===== config.mk =====
export PLATFORM = sky130hd
export DESIGN_NAME = hbe_front
export DESIGN_NICKNAME = d
export VERILOG_FILES = /design/src/rtl/hbe_pkg.sv /design/src/rtl/hbe_front.sv
export SDC_FILE = /design/constraint.sdc
export NUM_CORES = 1
export LEC_CHECK = 0
export BUFFER_PORTS_ARGS = -buffer_cell sky130_fd_sc_hd__buf_4
export CAP_MARGIN = 20
export CELL_PAD_IN_SITES_DETAIL_PLACEMENT = 0
export CELL_PAD_IN_SITES_GLOBAL_PLACEMENT = 1
export CORE_MARGIN = 2
export CORE_UTILIZATION = 47
export CTS_CLUSTER_DIAMETER = 200
export DETAILED_ROUTE_END_ITERATION = 8
export HOLD_SLACK_MARGIN = 0.12
export PLACE_DENSITY_LB_ADDON = 0.1
export SYNTH_ARGS = -nofsm -noshare
export SYNTH_HDL_FRONTEND = slang
export SYNTH_SLANG_ARGS = --single-unit

===== constraint.sdc =====
create_clock -name clk -period 5.2 [get_ports clk]
set_clock_uncertainty 0.15 [all_clocks]
set_input_delay 1.04 -clock clk [delete_from_list [all_inputs] [get_ports clk]]
set_output_delay 1.04 -clock clk [all_outputs]
set_load 0.01 [all_outputs]

===== src/rtl/hbe_pkg.sv =====
package hbe_pkg;

    localparam int MAX_BINS    = 256;
    localparam int BIN_BITS    = 8;
    localparam int NB_BITS     = 9;
    localparam int COUNT_BITS  = 32;
    localparam int SAMPLE_BITS = 16;
    localparam int PCT_BITS    = 14;
    localparam int MID_BITS    = 24;
    localparam int DIV_BITS    = 32;
    localparam int DVSR_BITS   = 16;
    localparam int CUM_BITS    = COUNT_BITS + BIN_BITS + 1;
    localparam int PT_BITS     = PCT_BITS + COUNT_BITS;
    localparam int CUMX_BITS   = CUM_BITS + PCT_BITS;

    localparam logic [2:0] OP_ADD     = 3'd0;
    localparam logic [2:0] OP_REMOVE  = 3'd1;
    localparam logic [2:0] OP_CLEAR   = 3'd2;
    localparam logic [2:0] OP_PCT     = 3'd3;
    localparam logic [2:0] OP_MODE    = 3'd4;
    localparam logic [2:0] OP_LARGEST = 3'd5;
    localparam logic [2:0] OP_READ    = 3'd6;

    localparam logic [1:0] ST_OK         = 2'd0;
    localparam logic [1:0] ST_NO_DATA    = 2'd1;
    localparam logic [1:0] ST_BIN_UNUSED = 2'd2;
    localparam logic [1:0] ST_EMPTY_BIN  = 2'd3;

    localparam logic [1:0] CFG_START = 2'd0;
    localparam logic [1:0] CFG_END   = 2'd1;
    localparam logic [1:0] CFG_BINS  = 2'd2;

    localparam logic [PCT_BITS-1:0] PCT_FULL = 14'd10000;

    typedef struct packed {
        logic [2:0]                    opcode;
        logic signed [SAMPLE_BITS-1:0] sample;
        logic                          sample_valid;
        logic [PCT_BITS-1:0]           percent_hundredths;
        logic [BIN_BITS-1:0]           bin_select;
    } item_t;

    typedef struct packed {
        logic signed [SAMPLE_BITS-1:0] range_start;
        logic signed [SAMPLE_BITS-1:0] range_end;
        logic [NB_BITS-1:0]            bins_in_use;
    } cfg_t;

    typedef struct packed {
        logic [1:0]                 status;
        logic [BIN_BITS-1:0]        bin_index;
        logic signed [MID_BITS-1:0] bin_middle;
        logic [COUNT_BITS-1:0]      bin_count;
    } result_t;

endpackage


===== src/rtl/hbe_front.sv =====
module hbe_front (
    input  logic           clk,
    input  logic           rst_n,
    input  logic           s_tvalid,
    output logic           s_tready,
    input  logic [39:0]    s_tdata,
    input  logic [3:0]     s_tuser,
    output logic           q_valid,
    output hbe_pkg::item_t q_item,
    input  logic           q_pop
);

    hbe_pkg::item_t slot_reg [2];
    logic [1:0]     fill_reg;
    logic           wr_ptr_reg;
    logic           rd_ptr_reg;
    hbe_pkg::item_t in_item;
    logic           push;
    logic           pop;

    always_comb
    begin
        in_item.opcode             = s_tuser[2:0];
        in_item.sample_valid       = s_tuser[3];
        in_item.sample             = s_tdata[15:0];
        in_item.percent_hundredths = s_tdata[29:16];
        in_item.bin_select         = s_tdata[37:30];
    end

    assign s_tready = (fill_reg != 2'd2);
    assign q_valid  = (fill_reg != 2'd0);
    assign q_item   = slot_reg[rd_ptr_reg];
    assign push     = s_tvalid & s_tready;
    assign pop      = q_pop & q_valid;

    always_ff @(posedge clk)
    begin
        if (push)
        begin
            slot_reg[wr_ptr_reg] <= in_item;
        end
    end

    always_ff @(posedge clk or negedge rst_n)
    begin
        if (!rst_n)
        begin
            fill_reg   <= 2'd0;
            wr_ptr_reg <= 1'b0;
            rd_ptr_reg <= 1'b0;
        end
        else
        begin
            if (push)
            begin
                wr_ptr_reg <= ~wr_ptr_reg;
            end
            if (pop)
            begin
                rd_ptr_reg <= ~rd_ptr_reg;
            end
            if (push && !pop)
            begin
                fill_reg <= fill_reg + 2'd1;
            end
            else if (pop && !push)
            begin
                fill_reg <= fill_reg - 2'd1;
            end
        end
    end

endmodule


==> metrics.csv <==
stage,metric,value,unit
outcome,result of the run,completed,
die,core area,7137,sq um
detailed_routing,Iter 0 DRT Violations,125,
worst_setup_path,slowest cell on the critical path,dfrtp_2,
timing,final setup violation count,0,
global_routing,initial antenna violation count,0,
timing,worst-margin pin slew,1.011,ns
synthesis,Synth cell types,15,
synthesis,post-synth top area cell,edfxtp_1,
timing,RSZ-0062 raised after global routing,false,
worst_setup_path,Crit. End Element,output pin,
final_layout,Area Growth Syn to Fin,27.56,%
place,Area after DPL,4153,sq um
die,Initial Util,0.4802,
worst_setup_path,crit path DAT,2.20,ns
worst_setup_path,peak per-stage delay on the critical path,0.93,ns
clock_tree,Clock Sinks,88,
pwr,Switching Share,0.2797,
clock_tree,Setup Buffers After CTS,0,
timing,post-route worst hold slack,0.3314,ns
worst_setup_path,CP Depth,3,
synthesis,Post-Syn Area per Cell,23.00,sq um
synthesis,Yosys top cell area share,0.7360,
place,DP HPWL,3691,um
detailed_routing,DR WL/cell,15.41,um
final_layout,ANT cells,0,
detailed_routing,Vias/cell,4.609,
synthesis,YS warnings,0,
place,pre-CTS setup slack,2.144,ns
place,gpl congestion,0.6665,
die,row cnt,31,
clock_tree,register clock-pin slew on the reported worst setup and hold paths,0.08,ns
clock_tree,total CTS buffers,9,
die,Die Area,7991,sq um
global_routing,first-pass GRT wire length,7866,um
clock_tree,CTS-repair resized insts,0,
worst_setup_path,Crit path required time,4.01,ns
final_layout,fin util,0.6126,
global_routing,Tot GR Track Use,0.1377,
worst_setup_path,reg2reg path depth,4,
synthesis,Post-Syn Area,3427,sq um
worst_setup_path,crit start category,flip-flop,
clock_tree,hold bufs inserted after CTS,0,
timing,setup TNS,0,ns
final_layout,final instance area,4372,sq um
die,Die Y,89.39,um
clock_tree,CTS Root Cell,clkbuf_8,
pwr,pwr dens,547.4,nW/um^2
synthesis,leading post-synthesis cells by cell area,"edfxtp_1, mux2_4, dfrtp_1",
timing,Max-Slew Margin vs Limit,0.3257,
synthesis,syn nets,198,
synthesis,register area share after synthesis,0.7652,
synthesis,Syn Inst Count,149,
pwr,Leak,0.001756,uW
synthesis,synthesized flop and latch total,88,
clock_tree,Clock H-tree levels,3,
worst_setup_path,cell family with most CP delay,flip-flops,
pwr,worst vdd ir,0.4838,mV
die,Die X-Extent,89.39,um
detailed_routing,final wirelength,5394,um
final_layout,Storage cell area,2624,sq um
global_routing,vias in the first global route,1640,
worst_setup_path,CP max FO,28,
detailed_routing,Pre-antenna DRT Iters,4,
pwr,P_int,1724,uW
global_routing,largest net degree at the start of global routing,43,
final_layout,fin nets,295,
pwr,Net Sw Power,669.3,uW
job,max-cap viol count,0,
pwr,combinational share of power,0.340,
timing,setup ws final,1.813,ns
final_layout,number of flip-flops in the largest register,84,
timing,min cycle time layout,3.387,ns
final_layout,most frequent cells in the layout,"buf_4, edfxtp_1, mux2_4, clkbuf_8",
die,# IOs,92,
worst_setup_path,crit path kind,flip-flop to output pin,
timing,period utilization,0.6514,
global_routing,GR Overflow Total,0,
clock_tree,CTS tree,yes,
worst_setup_path,reg2reg setup slack,3.10,ns
timing,Max Slew Vio Count,0,
worst_setup_path,Worst Path Buf+Inv,2,
detailed_routing,drc violations,0,
timing,final hold violations,0,
final_layout,"most common cell after layout, fill and taps aside",buf_4,
pwr,Clock Power Share,0.209,
worst_hold_path,HP Class,input port to asynchronous set/reset pin,
worst_setup_path,reg2reg start,fill_reg[0]$_DFFE_PN0P_,
final_layout,footprint of the multi-input gates,718.2,sq um
final_layout,fraction of layout cells with a size suffix above 1,0.6016,
place,port bufs,89,
clock_tree,Max Root-Sink Buffers,2,
detailed_routing,Final ANT Viol Nets,0,
worst_setup_path,CP Cell Sequence,buf_4 > mux2_4 > buf_4,
worst_setup_path,terminus of the critical flop-to-flop path,slot_reg[0][2]$_DFFE_PP_,
detailed_routing,routed via count,1613,
pwr,Flop pwr share,0.450,
timing,Max Fclk,295.2,MHz
worst_setup_path,cell seen most often among critical-path stages,buf_4,
clock_tree,later-pin clock latency in the skew report,0.33,ns
final_layout,# fillers,551,
-- power groups by stage --
stage	registers, uW	logic (uW)	clock network (uW)
3_3_place_gp	1080	809	0
2_1_floorplan	1030	611	0
3_5_place_dp	1100	827	0
6_report	1080	815	501
4_1_cts	1080	831	519
5_1_grt	1100	875	550
-- synth_stat cells --
cell      instances
edfxtp_1         84
mux2_4           39
buf_12            4
dfrtp_1           4
mux2_2            3
xnor2_1           3
nand2_1           2
nor2_1            2
xor2_1            2
and3_1            1
buf_6             1
ha_1              1
inv_1             1
nand2b_1          1
or2_1             1
-- worst max-delay path by stage --
stage,startpoint,to,slack [ns]
2_1_floorplan,s_tvalid,slot_reg[0][0]$_DFFE_PP_,1.71
3_3_place_gp,rd_ptr_reg$_DFFE_PN0P_,q_item[27],2.19
5_1_grt,rd_ptr_reg$_DFFE_PN0P_,q_item[25],1.67
4_1_cts,rd_ptr_reg$_DFFE_PN0P_,q_item[2],1.76
3_5_place_dp,rd_ptr_reg$_DFFE_PN0P_,q_item[2],2.14
6_report,rd_ptr_reg$_DFFE_PN0P_,q_item[1],1.81
-- metrics by stage --
| stage | cells | total power (uW) |
|---|---|---|
| floorplan | 149 | 1638 |
| CTS | 350 | 2432 |
| finish | 350 | 2393 |
| global route | 350 | 2521 |
| detailed placement | 334 | 1925 |
| global placement | 334 | 1892 |
-- per-layer routing --
| metal | global-route usage | part of all wire | vias up |
|---|---|---|---|
| met4 | 0.05699 | 0.015 | 0 |
| met3 | 0.06464 | 0.080 | 8 |
| li1 | - | - | 772 |
| met2 | 0.2316 | 0.52 | 52 |
| met1 | 0.1502 | 0.39 | 781 |
| met5 | 0 | 0 | - |
-- logic make-up after synthesis --
family	share of synthesized area
buffers and inverters	0.02775
multiplexers	0.1807
XOR/XNOR	0.01278
AND/OR/NAND/NOR	0.009863
adder cells (fa/ha/maj)	0.003650
flip-flops	0.7652
-- worst reg2reg max path, stage by stage, from the launching register on --
cell and delay (ns):
dfrtp_1 0.42, nand2b_1 0.18, nand2_1 0.15, nor2_4 0.45, buf_4 0.42
-- area by class of cell --
cell class	count	area share
clock inverters	7	0.02175
inverters	1	0.0008586
repair buffers	91	0.1563
multi-input cells	55	0.1643
clock buffers	9	0.02833
flip-flops and latches	88	0.6002
well taps	99	0.02833
No activity file was read; power rests on OpenSTA's default activity.
